### src/vtr_pkg.sv
package vtr_pkg;

    // field widths
    localparam int DATA_W = 64;
    localparam int CMD_W  = 3;
    localparam int IDX_W  = 10;
    localparam int CNT_W  = 11;

    // table geometry and register reset
    localparam int TABLE_DEPTH_DEF = 1024;
    localparam logic [CNT_W-1:0] BLOCKS_IN_USE_RST = 11'd1024;

    // command codes
    typedef enum logic [CMD_W-1:0] {
        CMD_BUMP  = 3'd0,
        CMD_SET   = 3'd1,
        CMD_MAX   = 3'd2,
        CMD_MATCH = 3'd3,
        CMD_EQUAL = 3'd4
    } cmd_t;

    // sequencer to compare unit
    typedef struct packed {
        logic init;
        logic step;
        logic eq_mode;
    } vtr_unit_ctl_t;

    // compare unit to sequencer
    typedef struct packed {
        logic [DATA_W-1:0] max_val;
        logic [DATA_W-1:0] ref_val;
        logic              all_eq;
    } vtr_unit_sts_t;

endpackage

### src/vtr_unit.sv
module vtr_unit (
    input  logic                       clk,
    input  logic                       rst_n,
    input  vtr_pkg::vtr_unit_ctl_t     ctl,
    input  logic [vtr_pkg::DATA_W-1:0] init_ref,
    input  logic [vtr_pkg::DATA_W-1:0] rdata,
    output vtr_pkg::vtr_unit_sts_t     sts
);

    logic [vtr_pkg::DATA_W-1:0] max_reg, max_next;
    logic [vtr_pkg::DATA_W-1:0] ref_reg, ref_next;
    logic                       eq_reg, eq_next;
    logic                       first_reg, first_next;
    logic [vtr_pkg::DATA_W-1:0] ref_eff;

    // in equal mode the first entry read becomes the reference
    assign ref_eff = (ctl.eq_mode && first_reg) ? rdata : ref_reg;

    // running maximum and equality check
    always_comb
    begin
        max_next   = max_reg;
        ref_next   = ref_reg;
        eq_next    = eq_reg;
        first_next = first_reg;
        if (ctl.init)
        begin
            max_next   = '0;
            ref_next   = init_ref;
            eq_next    = 1'b1;
            first_next = 1'b1;
        end
        else if (ctl.step)
        begin
            if (rdata > max_reg)
            begin
                max_next = rdata;
            end
            eq_next    = eq_reg & (rdata == ref_eff);
            ref_next   = ref_eff;
            first_next = 1'b0;
        end
    end

    always_ff @(posedge clk or negedge rst_n)
    begin
        if (!rst_n)
        begin
            max_reg   <= '0;
            ref_reg   <= '0;
            eq_reg    <= 1'b1;
            first_reg <= 1'b1;
        end
        else
        begin
            max_reg   <= max_next;
            ref_reg   <= ref_next;
            eq_reg    <= eq_next;
            first_reg <= first_next;
        end
    end

    assign sts.max_val = max_reg;
    assign sts.ref_val = ref_reg;
    assign sts.all_eq  = eq_reg;

endmodule

### config.mk
export PLATFORM = sky130hd
export DESIGN_NAME = vtr_unit
export DESIGN_NICKNAME = d
export VERILOG_FILES = /design/src/vtr_pkg.sv /design/src/vtr_unit.sv
export SDC_FILE = /design/constraint.sdc
export NUM_CORES = 1
export LEC_CHECK = 0
export BUFFER_PORTS_ARGS = -buffer_cell sky130_fd_sc_hd__buf_2
export CAP_MARGIN = 20
export CORE_MARGIN = 2
export CORE_UTILIZATION = 55
export CTS_CLUSTER_DIAMETER = 100
export CTS_CLUSTER_SIZE = 8
export DETAILED_ROUTE_END_ITERATION = 12
export PLACE_DENSITY = 0.85
export SKIP_CTS_REPAIR_TIMING = 1
export SLEW_MARGIN = 20
export SYNTH_ARGS = -nofsm -noshare
export SYNTH_HDL_FRONTEND = slang
export SYNTH_SLANG_ARGS = --single-unit
### constraint.sdc
create_clock -name clk -period 6.5 [get_ports clk]
set_input_delay 1.3 -clock clk [delete_from_list [all_inputs] [get_ports clk]]
set_output_delay 1.3 -clock clk [all_outputs]
set_load 0.02 [all_outputs]
* Word-level counts from Yosys, hierarchy flattened *
Cells that the tools add are included.

storage, ports and cells
  bits in registers = 130
  bits in latches = 0
  memory bits (writable) = 0
  memory bits (read-only) = 0
  input bits = 133
  output and inout port bits = 129
  memories kept = 0

cells by class
  add/sub/neg operators = 0
  multiply operators = 0
  div/mod/pow operators = 0
  $lt $le $gt $ge = 1
  equality and inequality tests = 1
  shifts and indexed selects = 0
  muxes and demuxes = 10
  bitwise operators = 1
  reductions and logical operators = 4

operators by type and width
  operator           number
  $mux 64            6
  $eq 64x64->1       1
  $gt 64x64->1       1
  $mux 1             4
  $reduce_bool 2->1  2
  $reduce_and 2->1   1
  $and 1x1->1        1
  $logic_and 1x1->1  1

* Depth between registers and ports, before layout *
  depth in word-level cells = 6
  gate-level depth with buffers = 11

* Worst setup path after synthesis *
No wires, ideal clock.

  path kind = input -> register
  start point = input rdata[5] (netlist bit)
  end point = register max_reg[10] (netlist bit)
  library setup time = 0.123 ns
  data arrival time = 3.274 ns
  setup slack = 3.104 ns
  stages = 10
  cell sequence = ha_1 -> a21o_1 -> nand3_2 -> a211oi_1 -> or4b_4 -> a2111oi_4 -> o31ai_2 -> buf_6 -> buf_12 -> mux2i_1

between the ends
  word-level cells in the longest chain between the ends = 3

ends and longest elaborated chain
  element                      RTL line        text
  start: declaration           vtr_unit.sv:6   input logic [vtr_pkg::DATA_W-1:0] rdata,
  $gt 64x64->1                 vtr_unit.sv:35  if (rdata > max_reg)
  $reduce_bool 2->1 (no line)  --
  $reduce_and 2->1 (no line)   --
  end signal: assignment       vtr_unit.sv:56  max_reg <= max_next;
  end: declaration             vtr_unit.sv:10  logic [vtr_pkg::DATA_W-1:0] max_reg, max_next;

No other way between the ends.
A chain may end at the register's enable or synchronous reset.

* Worst setup path in the final report *
  start point = input rdata[59] (netlist bit)
  end point = register max_reg[58] (netlist bit)

The elaborated chain is that of the path after synthesis.

==> results.md <==
* Post-synth top area share at between 30 and 40%
* Crit path capture type: register
* RSZ-0062 raised after global routing: no
* Rows at 45
* Clk_lat worst skew at 0.43 ns
* Clock sinks at 130
* Initial core utilization at a little under three fifths
* Routed Antenna Nets at 0
* Fin worst setup slack at ~2.7 ns
* Leak at 5.41 nW
* Via count at a little under 8,000
* Ys async rst share at between 90% and 100%
* Synth Flop Type: dfrtp_1
* Crit path launch: rdata[59]
* Hold slack at roughly 0.5 ns
* WL/cell at 19.4 µm
* Finish-stage setup viols at 0
* Sequential share of the synthesized area at a little under two fifths
* Final Hold Viols at 0
* Max Freq at around 270 MHz
* TritonCTS clock tree: done
* Cell family with most CP delay: simple AND/OR/NAND/NOR gates
* Pre-CTS setup slack at between 2 and 2.5 ns
* Core box area at 0.0153 mm²
* Pwr per Cell Area at around 240 mW/mm²
* EDFF count, synth at 0
* GP Congestion at between 0.9 and 1
* Initial antenna violation count at 5
* Status: complete, no violations
* Post-synth net total at 1,135
* Via density at around 5.7
* Maximum VDD drop at around 0.20 mV
* Final Instance Area at between 0.01 and 0.015 mm²
* Crit-path max cell delay at 0.55 ns
* Worst slew pin tran at 0.901 ns
* First-pass GRT wire length at around 42,000 µm
* Unique masters post-synth at 48
* CP max FO at 38
* Clock Skew at between 0.007 and 0.008 ns
* Hold wc startpoint: eq_reg
* Worst path cell trace: buf_2, ha_1, nand4_1, nor4_1, nand3_1, o31ai_2, a31o_1, o31ai_4, buf_4, mux2i_1
* CP max-delay cell: nor4_1
* Die X at around 130 µm
* CTS Buf Count at 17
* Relative slew slack at between 30% and 40%
* Die Area at between 0.015 and 0.02 mm²
* Post-Syn Area per Cell at 9.24 µm²
* DRC at 0
* IO buf count at 261
* Worst EP arrival at between 4 and 5 ns
* Die height at 130 µm
* Syn. warnings at 0
* Area contributors post-synth: dfrtp_1, mux2i_1, nand2b_1, ha_1, inv_1
* Placed cell areas at 0.0100 mm²
* Synthesized cell area at 0.00866 mm²
* Final #Nets at 1,375
* Tmin final at about 3.8 ns
* Synth-to-layout area growth at 22.3%
* WS Path Type: primary input to register
* Total placed cells including tap cells at between 1,000 and 1,500
* Drt pass-1 iters at 6
* Area leader, netlist: dfrtp_1
* Yosys reg bits at 130
* Clk slew on worst S/H paths at 0.06 ns
* CTS H-tree lvls at 4
* Vias in the first global route at between 7,000 and 8,000
* Iter 0 DRT Violations at about 690
* Tightest Hold Check Type: register to register
* Top Ports at roughly 260
* Finished Core Util at about 70%
* Clock Path Buffers at 2
* GRT Util Overall at between 30% and 40%
* Worst path bufs/invs at 2
* CP required at between 6 and 7 ns
* Post-DP HPWL at about 20,000 µm
* Pin count of the biggest net entering global routing at roughly 150
* WL final at ~27,000 µm
* Final worst path period share at 58.1%
* Max Cap Viol at 0
* Setup TNS at 0 ns
* RR Startpoint: max_reg[59]
* Overall power at 2.53 mW
* Final Non-Filler Cells at about 1,400
* Remaining global-route overflow at 0
* Setup crit start kind: primary input
* Post-Syn Instances at 938
* Clock root buffer: clkbuf_16
* Slew Limit Fails at 0
* Layout cells sized above 1 at approximately 25%
-- logic make-up (layout without fill, tap and decap cells) --
family | count (synthesis) | after routing | synth area share [%]
adders and majority gates | 64 | 64 | 9.24
and+or+nand+nor | 281 | 281 | 17.5
buffers and inverters | 151 | 404 | 7.80
xor gates and xnor gates | 22 | 22 | 2.22
DFF | 130 | 130 | 37.6
muxes | 110 | 110 | 12.7
AOI/OAI and AO/OA | 180 | 180 | 12.9
other | 0 | 4 | 0
-- report_power, final --
part | total [mW] | switching, mW | internal (mW)
combinational | 0.646 | 0.399 | 0.247
clock | 0.933 | 0.351 | 0.582
sequential | 0.956 | 0.0740 | 0.882
total | 2.53 | 0.824 | 1.71
-- cell usage after synthesis, types with 2 or more instances --
master	instances
nand2b_1	131
dfrtp_1	128
mux2i_1	110
inv_1	106
nand2_1	76
o21ai_0	72
ha_1	64
a21oi_1	45
clkbuf_1	33
nor2_1	22
nand4_1	19
o22ai_1	13
xor2_1	12
nand3_1	10
xnor2_1	10
nor4_1	9
a21o_1	8
nor2b_1	7
a2111oi_0	6
a22o_1	6
buf_12	6
o2bb2ai_1	6
a221o_1	4
buf_1	4
a211oi_1	3
a221oi_1	3
dfstp_2	2
nor3_1	2
o31ai_2	2
-- metal layers --
| layer | share of wire (%) | vias to the layer above | wire length [µm] | global-route usage, % |
|---|---|---|---|---|
| met5 | 0.048 | - | 13 | 0 |
| met4 | 4.5 | 2 | 1230 | 15.9 |
| met3 | 8.1 | 89 | 2220 | 7.89 |
| met2 | 47 | 376 | 12800 | 52.8 |
| met1 | 40 | 3794 | 11000 | 41.4 |
| li1 | - | 3686 | - | - |
-- cell usage in the layout, fill, tap and decap left out, types with 12 or more instances in the layout --
cell type	netlist	final
clkbuf_16	0	17
xor2_1	12	12
nor2_1	22	22
a21oi_1	45	45
mux2i_1	110	110
nand2b_1	131	131
o21ai_0	72	72
o22ai_1	13	13
ha_1	64	64
inv_1	106	106
dfrtp_1	128	128
buf_2	0	259
nand2_1	76	76
nand4_1	19	19
-- cell type report --
cell class	instances	area, µm²
antenna	4	10.0
clock buffer	26	479
clock inverter	6	80.1
fill	1235	4720
inverter	106	398
multi-input combinational	657	4750
sequential	130	3260
tap	211	264
timing repair buffer	266	1360
-- worst reg2reg max path, delay by kind of cell, from the launching register on --
| family | cells | cell delay [ns] |
|---|---|---|
| multiplexers | 1 | 0.23 |
| buffers and inverters | 2 | 0.42 |
| adder cells (fa/ha/maj) | 1 | 0.31 |
| flip-flops | 1 | 0.38 |
| AO/OA/AOI/OAI | 3 | 0.71 |
| AND/OR/NAND/NOR | 3 | 0.98 |
-- worst paths after layout --
check | endpoint | slack, ns | cells after the start
setup / recovery | max_reg[58] | 2.73 | 10
hold / removal | eq_reg | 0.51 | 1
setup reg to reg | max_reg[58] | 3.32 | 10
hold reg to reg | eq_reg | 0.51 | 1
max in group asynchronous | max_reg[49] | 4.38 | 2
min in group asynchronous | ref_reg[10] | 0.88 | 1
Power figures use the tool's default switching activity.
