<file path="src/vtr_pkg.sv">
package vtr_pkg;

    // field widths
    localparam int DATA_W = 64;
    localparam int CMD_W  = 3;
    localparam int IDX_W  = 10;
    localparam int CNT_W  = 11;

    // table geometry and register reset
    localparam int TABLE_DEPTH_DEF = 1024;
    localparam logic [CNT_W-1:0] BLOCKS_IN_USE_RST = 11'd1024;

    // command codes
    typedef enum logic [CMD_W-1:0] {
        CMD_BUMP  = 3'd0,
        CMD_SET   = 3'd1,
        CMD_MAX   = 3'd2,
        CMD_MATCH = 3'd3,
        CMD_EQUAL = 3'd4
    } cmd_t;

    // sequencer to compare unit
    typedef struct packed {
        logic init;
        logic step;
        logic eq_mode;
    } vtr_unit_ctl_t;

    // compare unit to sequencer
    typedef struct packed {
        logic [DATA_W-1:0] max_val;
        logic [DATA_W-1:0] ref_val;
        logic              all_eq;
    } vtr_unit_sts_t;

endpackage

</file>
<file path="src/vtr_seq.sv">
module vtr_seq #(
    parameter int TABLE_DEPTH = vtr_pkg::TABLE_DEPTH_DEF,
    parameter int AddrW       = (TABLE_DEPTH > 1) ? $clog2(TABLE_DEPTH) : 1
) (
    input  logic                       clk,
    input  logic                       rst_n,
    input  logic                       start,
    output logic                       busy,
    input  logic [vtr_pkg::CMD_W-1:0]  cmd,
    input  logic [vtr_pkg::IDX_W-1:0]  start_index,
    input  logic [vtr_pkg::CNT_W-1:0]  block_count,
    input  logic [vtr_pkg::DATA_W-1:0] operand_value,
    input  logic [vtr_pkg::CNT_W-1:0]  blocks_in_use,
    output logic                       mem_we,
    output logic [AddrW-1:0]           mem_addr,
    output logic [vtr_pkg::DATA_W-1:0] mem_wdata,
    output vtr_pkg::vtr_unit_ctl_t     unit_ctl,
    output logic [vtr_pkg::DATA_W-1:0] unit_init_ref,
    input  vtr_pkg::vtr_unit_sts_t     unit_sts,
    output logic                       done,
    output logic                       status,
    output logic [vtr_pkg::DATA_W-1:0] version_out,
    output logic                       all_match
);

    localparam int DepthW = $clog2(TABLE_DEPTH + 1);
    localparam int CmpW   = (DepthW > vtr_pkg::CNT_W + 1) ? DepthW : vtr_pkg::CNT_W + 1;
    localparam logic [AddrW-1:0] LastAddr = AddrW'(TABLE_DEPTH - 1);

    typedef enum logic [2:0] {
        ST_CLEAR,
        ST_IDLE,
        ST_RD,
        ST_RD_LAST,
        ST_WR,
        ST_FIN
    } state_t;

    state_t                      state_reg, state_next;
    logic [AddrW-1:0]            addr_reg, addr_next;
    logic [AddrW-1:0]            base_reg, base_next;
    logic [vtr_pkg::CNT_W-1:0]   remain_reg, remain_next;
    logic [vtr_pkg::CNT_W-1:0]   count_reg, count_next;
    logic [vtr_pkg::CMD_W-1:0]   cmd_reg, cmd_next;
    logic [vtr_pkg::DATA_W-1:0]  operand_reg, operand_next;
    logic                        err_reg, err_next;
    logic                        rd_pend_reg, rd_pend_next;
    logic                        done_reg, done_next;
    logic                        status_reg, status_next;
    logic [vtr_pkg::DATA_W-1:0]  version_reg, version_next;
    logic                        match_reg, match_next;

    logic                        accept;
    logic [CmpW-1:0]             range_end;
    logic [CmpW-1:0]             limit;
    logic                        range_err;
    logic                        cmd_known;

    // range check against the saturated in-use count
    assign range_end = CmpW'(start_index) + CmpW'(block_count);
    assign limit     = (CmpW'(blocks_in_use) > CmpW'(TABLE_DEPTH)) ?
                       CmpW'(TABLE_DEPTH) : CmpW'(blocks_in_use);
    assign range_err = range_end > limit;
    assign cmd_known = cmd <= vtr_pkg::CMD_EQUAL;
    assign accept    = start && (state_reg == ST_IDLE);

    // compare unit control
    assign unit_ctl.init    = accept;
    assign unit_ctl.step    = rd_pend_reg;
    assign unit_ctl.eq_mode = (cmd_reg == vtr_pkg::CMD_EQUAL);
    assign unit_init_ref    = (cmd == vtr_pkg::CMD_MATCH) ? operand_value : '0;

    // memory port
    assign mem_we    = (state_reg == ST_CLEAR) || (state_reg == ST_WR);
    assign mem_addr  = addr_reg;
    assign mem_wdata = (state_reg == ST_CLEAR) ? '0 :
                       (cmd_reg == vtr_pkg::CMD_SET) ? operand_reg :
                       unit_sts.max_val + 64'd1;

    // sequencer next state
    always_comb
    begin
        state_next   = state_reg;
        addr_next    = addr_reg;
        base_next    = base_reg;
        remain_next  = remain_reg;
        count_next   = count_reg;
        cmd_next     = cmd_reg;
        operand_next = operand_reg;
        err_next     = err_reg;
        rd_pend_next = (state_reg == ST_RD);
        done_next    = 1'b0;
        status_next  = status_reg;
        version_next = version_reg;
        match_next   = match_reg;
        case (state_reg)
            ST_CLEAR:
            begin
                addr_next = addr_reg + AddrW'(1);
                if (addr_reg == LastAddr)
                begin
                    state_next = ST_IDLE;
                end
            end
            ST_IDLE:
            begin
                if (start)
                begin
                    cmd_next     = cmd;
                    operand_next = operand_value;
                    err_next     = range_err;
                    addr_next    = AddrW'(start_index);
                    base_next    = AddrW'(start_index);
                    remain_next  = block_count;
                    count_next   = block_count;
                    if (range_err || !cmd_known || (block_count == '0))
                    begin
                        state_next = ST_FIN;
                    end
                    else if (cmd == vtr_pkg::CMD_SET)
                    begin
                        state_next = ST_WR;
                    end
                    else
                    begin
                        state_next = ST_RD;
                    end
                end
            end
            ST_RD:
            begin
                addr_next   = addr_reg + AddrW'(1);
                remain_next = remain_reg - vtr_pkg::CNT_W'(1);
                if (remain_reg == vtr_pkg::CNT_W'(1))
                begin
                    state_next = ST_RD_LAST;
                end
            end
            ST_RD_LAST:
            begin
                if (cmd_reg == vtr_pkg::CMD_BUMP)
                begin
                    addr_next   = base_reg;
                    remain_next = count_reg;
                    state_next  = ST_WR;
                end
                else
                begin
                    state_next = ST_FIN;
                end
            end
            ST_WR:
            begin
                addr_next   = addr_reg + AddrW'(1);
                remain_next = remain_reg - vtr_pkg::CNT_W'(1);
                if (remain_reg == vtr_pkg::CNT_W'(1))
                begin
                    state_next = ST_FIN;
                end
            end
            ST_FIN:
            begin
                done_next    = 1'b1;
                status_next  = 1'b0;
                version_next = '0;
                match_next   = 1'b0;
                state_next   = ST_IDLE;
                case (cmd_reg)
                    vtr_pkg::CMD_BUMP,
                    vtr_pkg::CMD_SET:
                    begin
                        status_next = err_reg;
                    end
                    vtr_pkg::CMD_MAX:
                    begin
                        status_next  = err_reg;
                        version_next = err_reg ? '1 : unit_sts.max_val;
                    end
                    vtr_pkg::CMD_MATCH:
                    begin
                        status_next = err_reg;
                        match_next  = !err_reg && unit_sts.all_eq;
                    end
                    vtr_pkg::CMD_EQUAL:
                    begin
                        status_next  = err_reg;
                        version_next = (!err_reg && unit_sts.all_eq) ? unit_sts.ref_val : '0;
                    end
                    default:
                    begin
                        status_next = 1'b0;
                    end
                endcase
            end
            default:
            begin
                state_next = ST_IDLE;
            end
        endcase
    end

    // state and registered outputs
    always_ff @(posedge clk or negedge rst_n)
    begin
        if (!rst_n)
        begin
            state_reg   <= ST_CLEAR;
            addr_reg    <= '0;
            base_reg    <= '0;
            remain_reg  <= '0;
            count_reg   <= '0;
            cmd_reg     <= '0;
            operand_reg <= '0;
            err_reg     <= 1'b0;
            rd_pend_reg <= 1'b0;
            done_reg    <= 1'b0;
            status_reg  <= 1'b0;
            version_reg <= '0;
            match_reg   <= 1'b0;
        end
        else
        begin
            state_reg   <= state_next;
            addr_reg    <= addr_next;
            base_reg    <= base_next;
            remain_reg  <= remain_next;
            count_reg   <= count_next;
            cmd_reg     <= cmd_next;
            operand_reg <= operand_next;
            err_reg     <= err_next;
            rd_pend_reg <= rd_pend_next;
            done_reg    <= done_next;
            status_reg  <= status_next;
            version_reg <= version_next;
            match_reg   <= match_next;
        end
    end

    assign busy        = (state_reg != ST_IDLE);
    assign done        = done_reg;
    assign status      = status_reg;
    assign version_out = version_reg;
    assign all_match   = match_reg;

endmodule
</file>
<file path="config.mk">
export PLATFORM = sky130hd
export DESIGN_NAME = vtr_seq
export DESIGN_NICKNAME = d
export VERILOG_FILES = /design/src/vtr_pkg.sv /design/src/vtr_seq.sv
export SDC_FILE = /design/constraint.sdc
export NUM_CORES = 1
export LEC_CHECK = 0
export ABC_AREA = 0
export BUFFER_PORTS_ARGS = -buffer_cell sky130_fd_sc_hd__buf_2
export CAP_MARGIN = 20
export CORE_AREA = 2 2 173 175
export DETAILED_ROUTE_END_ITERATION = 12
export DIE_AREA = 0 0 175 177
export PLACE_DENSITY = 0.77
export SLEW_MARGIN = 10
export SYNTH_ARGS = -nofsm -noshare
export SYNTH_HDL_FRONTEND = slang
export SYNTH_SLANG_ARGS = --single-unit
export TNS_END_PERCENT = 10
</file>
<file path="constraint.sdc">
create_clock -name clk -period 3.4 [get_ports clk]
set_input_delay 0.17 -clock clk [delete_from_list [all_inputs] [get_ports clk]]
set_output_delay 0.17 -clock clk [all_outputs]
set_load 0.005 [all_outputs]
</file>
# Word level (Yosys, flattened, before mapping)
# Index checks and enable logic that the tools add are counted.
[word_totals] inputBits=231 word_cells=82 out_inout_bits=210 ff_bits=181
[op_classes] eq_ne=19 order_cmp=3 addsub=4 reduce_logical=19 n_mux=24
[op_table] cell="two-way mux 64 bit" count=5
[op_table] cell="case mux 64 bit (2 select lines)" count=1
[op_table] cell="adder 64 x 1 -> 64 bit, second input constant" count=1
[op_table] cell="two-way mux 11 bit" count=3
[op_table] cell="case mux 11 bit (3 select lines)" count=1
[op_table] cell="case mux 10 bit (3 select lines)" count=1
[op_table] cell="two-way mux 10 bit" count=2
[op_table] cell="two-way mux 3 bit" count=6
[op_table] cell="== test 3 x 2 -> 1 bit, second input constant" count=5
[op_table] cell="case mux 3 bit (5 select lines)" count=1
[op_table] cell="adder 10 x 11 -> 12 bit" count=1
[op_table] cell="greater-than comparator 12 x 11 -> 1 bit" count=1
[op_table] cell="== test 11 x 1 -> 1 bit, second input constant" count=1
[op_table] cell="greater-than comparator 11 bit, second input constant" count=1
[op_table] cell="logical NOT 11 bit" count=1
[op_table] cell="subtractor 11 x 1 -> 11 bit, second input constant" count=1
[op_table] cell="adder 10 x 1 -> 10 bit, second input constant" count=1
[op_table] cell="== test 10 bit, second input constant" count=1
[op_table] cell="== test 3 x 1 -> 1 bit, second input constant" count=3
[op_table] cell="== test 3 bit, second input constant" count=3
[op_table] cell="logical NOT 3 bit" count=2
[op_table] cell="inequality test 2 x 1 -> 1 bit, second input constant" count=3
[op_table] cell="AND reduction 3 bit" count=2
[op_table] cell="nonzero test 3 bit" count=2
[op_table] cell="other kinds (12)" count=20

# Longest topological paths before layout
[depth] word_depth=8 ltp_mapped=14 ltp_nobuf=14

# Worst setup path before layout
# No wires, ideal clock.
[synth_timing] path_type="input -> register" start="input start_index[0] in the netlist's numbering" end="register state_reg[0]" arrival_time_ns=2.857 slack_ns=0.449 setup_time_ns=0.094 cell_stages=13 n_path_buf=0 path_cell_list="ha_1 fa_1 a21oi_1 nor2b_1 o31a_1 o41ai_1 xnor2_1 ha_1 nand2_1 a211o_1 a31oi_1 nor3_1 a211oi_1"
[synth_between] elab_chain_len=7
[synth_lines] element="start: declaration" line="vtr_seq.sv:10" text="input logic [vtr_pkg::IDX_W-1:0] start_index,"
[synth_lines] element="adder 10 x 11 -> 12 bit" line="vtr_seq.sv:60" text="assign range_end = CmpW'(start_index) + CmpW'(block_count);"
[synth_lines] element="greater-than comparator 12 x 11 -> 1 bit" line="vtr_seq.sv:63" text="assign range_err = range_end > limit;"
[synth_lines] element="logical OR 1 bit (2 in series)" line="vtr_seq.sv:116" text="if (range_err || !cmd_known || (block_count == '0))"
[synth_lines] element="two-way mux 3 bit" line="vtr_seq.sv:116"
[synth_lines] element="two-way mux 3 bit" line="vtr_seq.sv:107" text="if (start)"
[synth_lines] element="case mux 3 bit (5 select lines)" line="vtr_seq.sv:96" text="case (state_reg)"
[synth_lines] element="end signal: assignment" line="vtr_seq.sv:223" text="state_reg <= state_next;"
[synth_lines] element="end: declaration" line="vtr_seq.sv:39" text="state_t state_reg, state_next;"
# Every way passes these cells. The select of a mux whose other input is x is not followed.
# A chain may end at the register's enable or synchronous reset.

# Worst setup path in the final report
[layout_timing] start="input block_count[0] in the netlist's numbering" end="register state_reg[0]"
[layout_between] elab_chain_len=7
[layout_lines] element="start: declaration" line="vtr_seq.sv:11" text="input logic [vtr_pkg::CNT_W-1:0] block_count,"
[layout_lines] element="adder 10 x 11 -> 12 bit" line="vtr_seq.sv:60"
[layout_lines] element="greater-than comparator 12 x 11 -> 1 bit" line="vtr_seq.sv:63"
[layout_lines] element="logical OR 1 bit" line="vtr_seq.sv:116"
[layout_lines] element="logical OR 1 bit (*)" line="vtr_seq.sv:116"
[layout_lines] element="two-way mux 3 bit (*)" line="vtr_seq.sv:116"
[layout_lines] element="two-way mux 3 bit (*)" line="vtr_seq.sv:107"
[layout_lines] element="case mux 3 bit (5 select lines) (*)" line="vtr_seq.sv:96"
# Mark *: on every way between the ends. The rest lies on a longest branch, timed or not. The select of a mux whose other input is x is not followed.

==> impl_metrics.py <==
metrics = {
    "setup_path": {
        "reg2reg_slack_ns": 1.07,
        "criticalPathCategory": "in -> reg",
        "cp_data_required_time_ns": 3.73,
        "r2r_cells": 5,
        "worst-endpoint-arrival_ns": 3.29,
        "critPathLaunchType": "input port",
        "crit_fanout": 5,
        "crit_end": "state_reg[0]$_DFFE_PN0P_",
        "timing.rr.start": "cmd_reg[1]$_DFFE_PN0P_",
        "timing.rr.end": "version_out[54]$_DFFE_PN0P_",
        "setup.worst_path.start": "block_count[0]",
        "end_kind": "flip-flop",
    },
    "power_and_ir_drop": {
        "power.leakage_nw": 7.21,
        "p_per_area_mw_per_mm2": 630,
        "ir_worst_vdd_mv": 0.295,
    },
    "timing": {
        "setup_tns_ns": 0,
        "fmax_mhz": 338,
        "worst_slew_pin_slew_ns": 0.928,
        "finClkSkew_ns": 0.0128,
        "final-hold-violation-count": 0,
        "max-slew-margin-rel_pct": 38.1,
        "slew_viol_final": 0,
        "timing.final.ws_setup_ns": 0.440,
        "setup_viol": 0,
        "timing.final.crit_share_pct": 87.1,
        "fin_crit_ns": 2.96,
        "rsz0062_at_grt": "no",
    },
    "logic_synthesis": {
        "synth-simple-area-share_pct": 20.2,
        "syn_avg_cell_area_um2": 8.65,
        "synth_compound_area_share_pct": 19.1,
        "yosys_warnings": 0,
        "synthAdderAreaFrac_pct": 2.87,
        "synth_area_mm2": 0.0116,
        "synthCells": 1340,
        "synthesis.nets": 1597,
        "yosysSeqAreaShare_pct": 39.1,
        "ys_seq_elements": 181,
        "synth_edf_count": 0,
        "synth_top_family_by_area": "simple AND/OR/NAND/NOR gates",
        "synthArstFlopShare_pct": 100,
        "synth.distinct_cells": 61,
        "synth.area.mux_share_pct": 9.04,
        "synth-xor-area-share_pct": 5.52,
        "synth-main-ff-cell": "dfrtp_1",
    },
    "clocking": {
        "root_buffer": "clkbuf_16",
        "post_cts_buffers": 0,
        "cts_max_level": 4,
        "cts_tree": "yes",
        "cts.path.max_buffers": 2,
        "clock_sink_count": 181,
        "cts_inserted_buffers": 17,
        "clock_latency_ns": 0.44,
        "clk_pin_slew_ns": 0.06,
    },
    "placement": {
        "place_ws_ns": 0.00639,
        "place.gp.congestion": 0.916,
        "place_area_mm2": 0.0142,
        "numPortBuffers": 440,
        "place_hpwl_um": 33800,
    },
    "route": {
        "ant_nets": 0,
        "wl_per_cell_um": 20.3,
        "wl_um": 45600,
        "dr.pass1.iters": 8,
        "vias": 12700,
        "drc_errors": 0,
        "avgViaCountPerCell": 5.66,
        "drt-initial-drc-count": 1188,
    },
    "die": {
        "core-area_mm2": 0.0292,
        "die_h_um": 177,
        "die-area_mm2": 0.0310,
        "die_x_um": 175,
        "initial_core_util_pct": 39.6,
        "ios": 441,
        "row_count": 63,
    },
    "cells_and_area": {
        "register_area_mm2": 0.00453,
        "fin_area_mm2": 0.0158,
        "final_nets": 2100,
        "multiInputGateArea_mm2": 0.00660,
        "fillers": 2606,
        "synthToLayoutAreaGrowth_pct": 36.6,
        "drive_gt1_share_pct": 33.5,
    },
    "global_route": {
        "grtUsageTotal_pct": 28.4,
        "grt_pass1_vias": 12000,
        "grt_pass1_wl_um": 68000,
        "grt_overflow_total": 0,
        "antenna_found_initial": 2,
        "grt_start_max_net_pins": 109,
    },
    "min_path": {
        "hp-class": "in -> reg",
    },
    "run": {
        "maxCapViolCount": 0,
    },
    "outcome": {
        "status": "finished clean",
    },
}
==> power breakdown <==
part           total [mW]  internal (mW)  switching [mW]  leakage [nW]
Clock                1.91          0.961           0.949         0.262
Sequential           3.85           3.17           0.680          2.21
Combinational        4.20           1.85            2.35          4.74
==> Yosys cell counts, types with 28 or more instances <==
cell | number | area share (%)
dfrtp_1 | 181 | 39
nor2_1 | 138 | 4.5
a31oi_1 | 75 | 4.0
clkbuf_1 | 73 | 2.4
mux2_2 | 93 | 9.0
a21oi_1 | 77 | 3.3
nand2_1 | 127 | 4.1
o21ai_0 | 144 | 6.2
and2_1 | 67 | 3.6
xor2_1 | 45 | 3.4
nand3_1 | 37 | 1.6
xnor2_1 | 28 | 2.1
==> placed cells by master (no fill, tap or decap), drive strengths merged, types with 7 or more instances in the layout <==
cell,count
and2,67
nor3,15
o211ai,7
o22ai,12
a211oi,19
o31ai,8
ha,25
and3,16
dlygate4sd3,106
nand3,38
mux2,93
dfrtp,181
xnor2,28
a21oi,77
xor2,45
nor4,10
nor2b,8
buf,476
nand4,21
nor2,139
clkbuf,19
inv,24
a31oi,75
o21ai,144
nand2,127
and4,13
==> area by class of cell <==
class	count	share of cell area [%]
diodes	2	0.0316
well taps	390	3.08
inverters	19	0.458
repair buffers	583	22.7
flip-flops and latches	181	28.6
clock inverters	14	0.759
clock buffers	18	2.71
multi-input cells	1041	41.7
==> per-stage QoR <==
stage / utilization, % / std cells / power [mW] / hold slack [ns]
after CTS: 54.1 / 2246 / 9.92 / 0.00150
after floorplan: - / 1340 / 6.03 / -0.126
after global placement: 48.6 / 2108 / 7.79 / 0.345
after global routing: 54.1 / 2246 / 10.6 / 0.00783
after detailed placement: 48.6 / 2108 / 7.91 / 0.356
final: 54.1 / 2248 / 9.97 / 0.0197
==> worst min path at each step <==
stage | startpoint | to | slack (ns) | cells after the start
2_1_floorplan | rst_n | all_match$_DFFE_PN0P_ | -0.13 | 0
6_report | operand_value[58] | operand_reg[58]$_DFFE_PN0P_ | 0.02 | 2
3_5_place_dp | rst_n | operand_reg[27]$_DFFE_PN0P_ | 0.36 | 1
3_3_place_gp | rst_n | operand_reg[27]$_DFFE_PN0P_ | 0.34 | 1
5_1_grt | operand_value[61] | operand_reg[61]$_DFFE_PN0P_ | 0.008 | 2
4_1_cts | unit_sts[35] | version_out[34]$_DFFE_PN0P_ | 0.002 | 3
==> worst max-delay path, stage by stage <==
cell and delay (ns):
buf_2 0.14, ha_1 0.22, fa_1 0.41, a21oi_1 0.15, nor2b_1 0.08, o31a_1 0.25, o41ai_1 0.26, buf_4 0.19
xnor2_1 0.07, ha_1 0.31, nand2_1 0.07, a211o_1 0.27, a31oi_1 0.29, nor3_1 0.14, a211oi_1 0.28
==> cell families after synthesis <==
family                   Yosys count
AO/OA/AOI/OAI                    377
XOR/XNOR                          73
adder cells (fa/ha/maj)           26
buffers and inverters            118
flip-flops                       181
multiplexers                      93
AND/OR/NAND/NOR                  472
==> per-layer routing <==
metal / track usage (%) / routed length [um]
met4: 12.5 / 1920
met3: 6.34 / 3790
met1: 37.7 / 19000
met2: 44.6 / 20900
met5: 0 / 11
==> repair_timing <==
action | 4_1_cts | 5_1_grt
endpoints found under the setup margin | 0 | 0
endpoints found under the hold margin | 209 | 0
hold buffers | 106 | 0
resized for setup | 0 | 0
No activity file was read; power rests on OpenSTA's default activity.
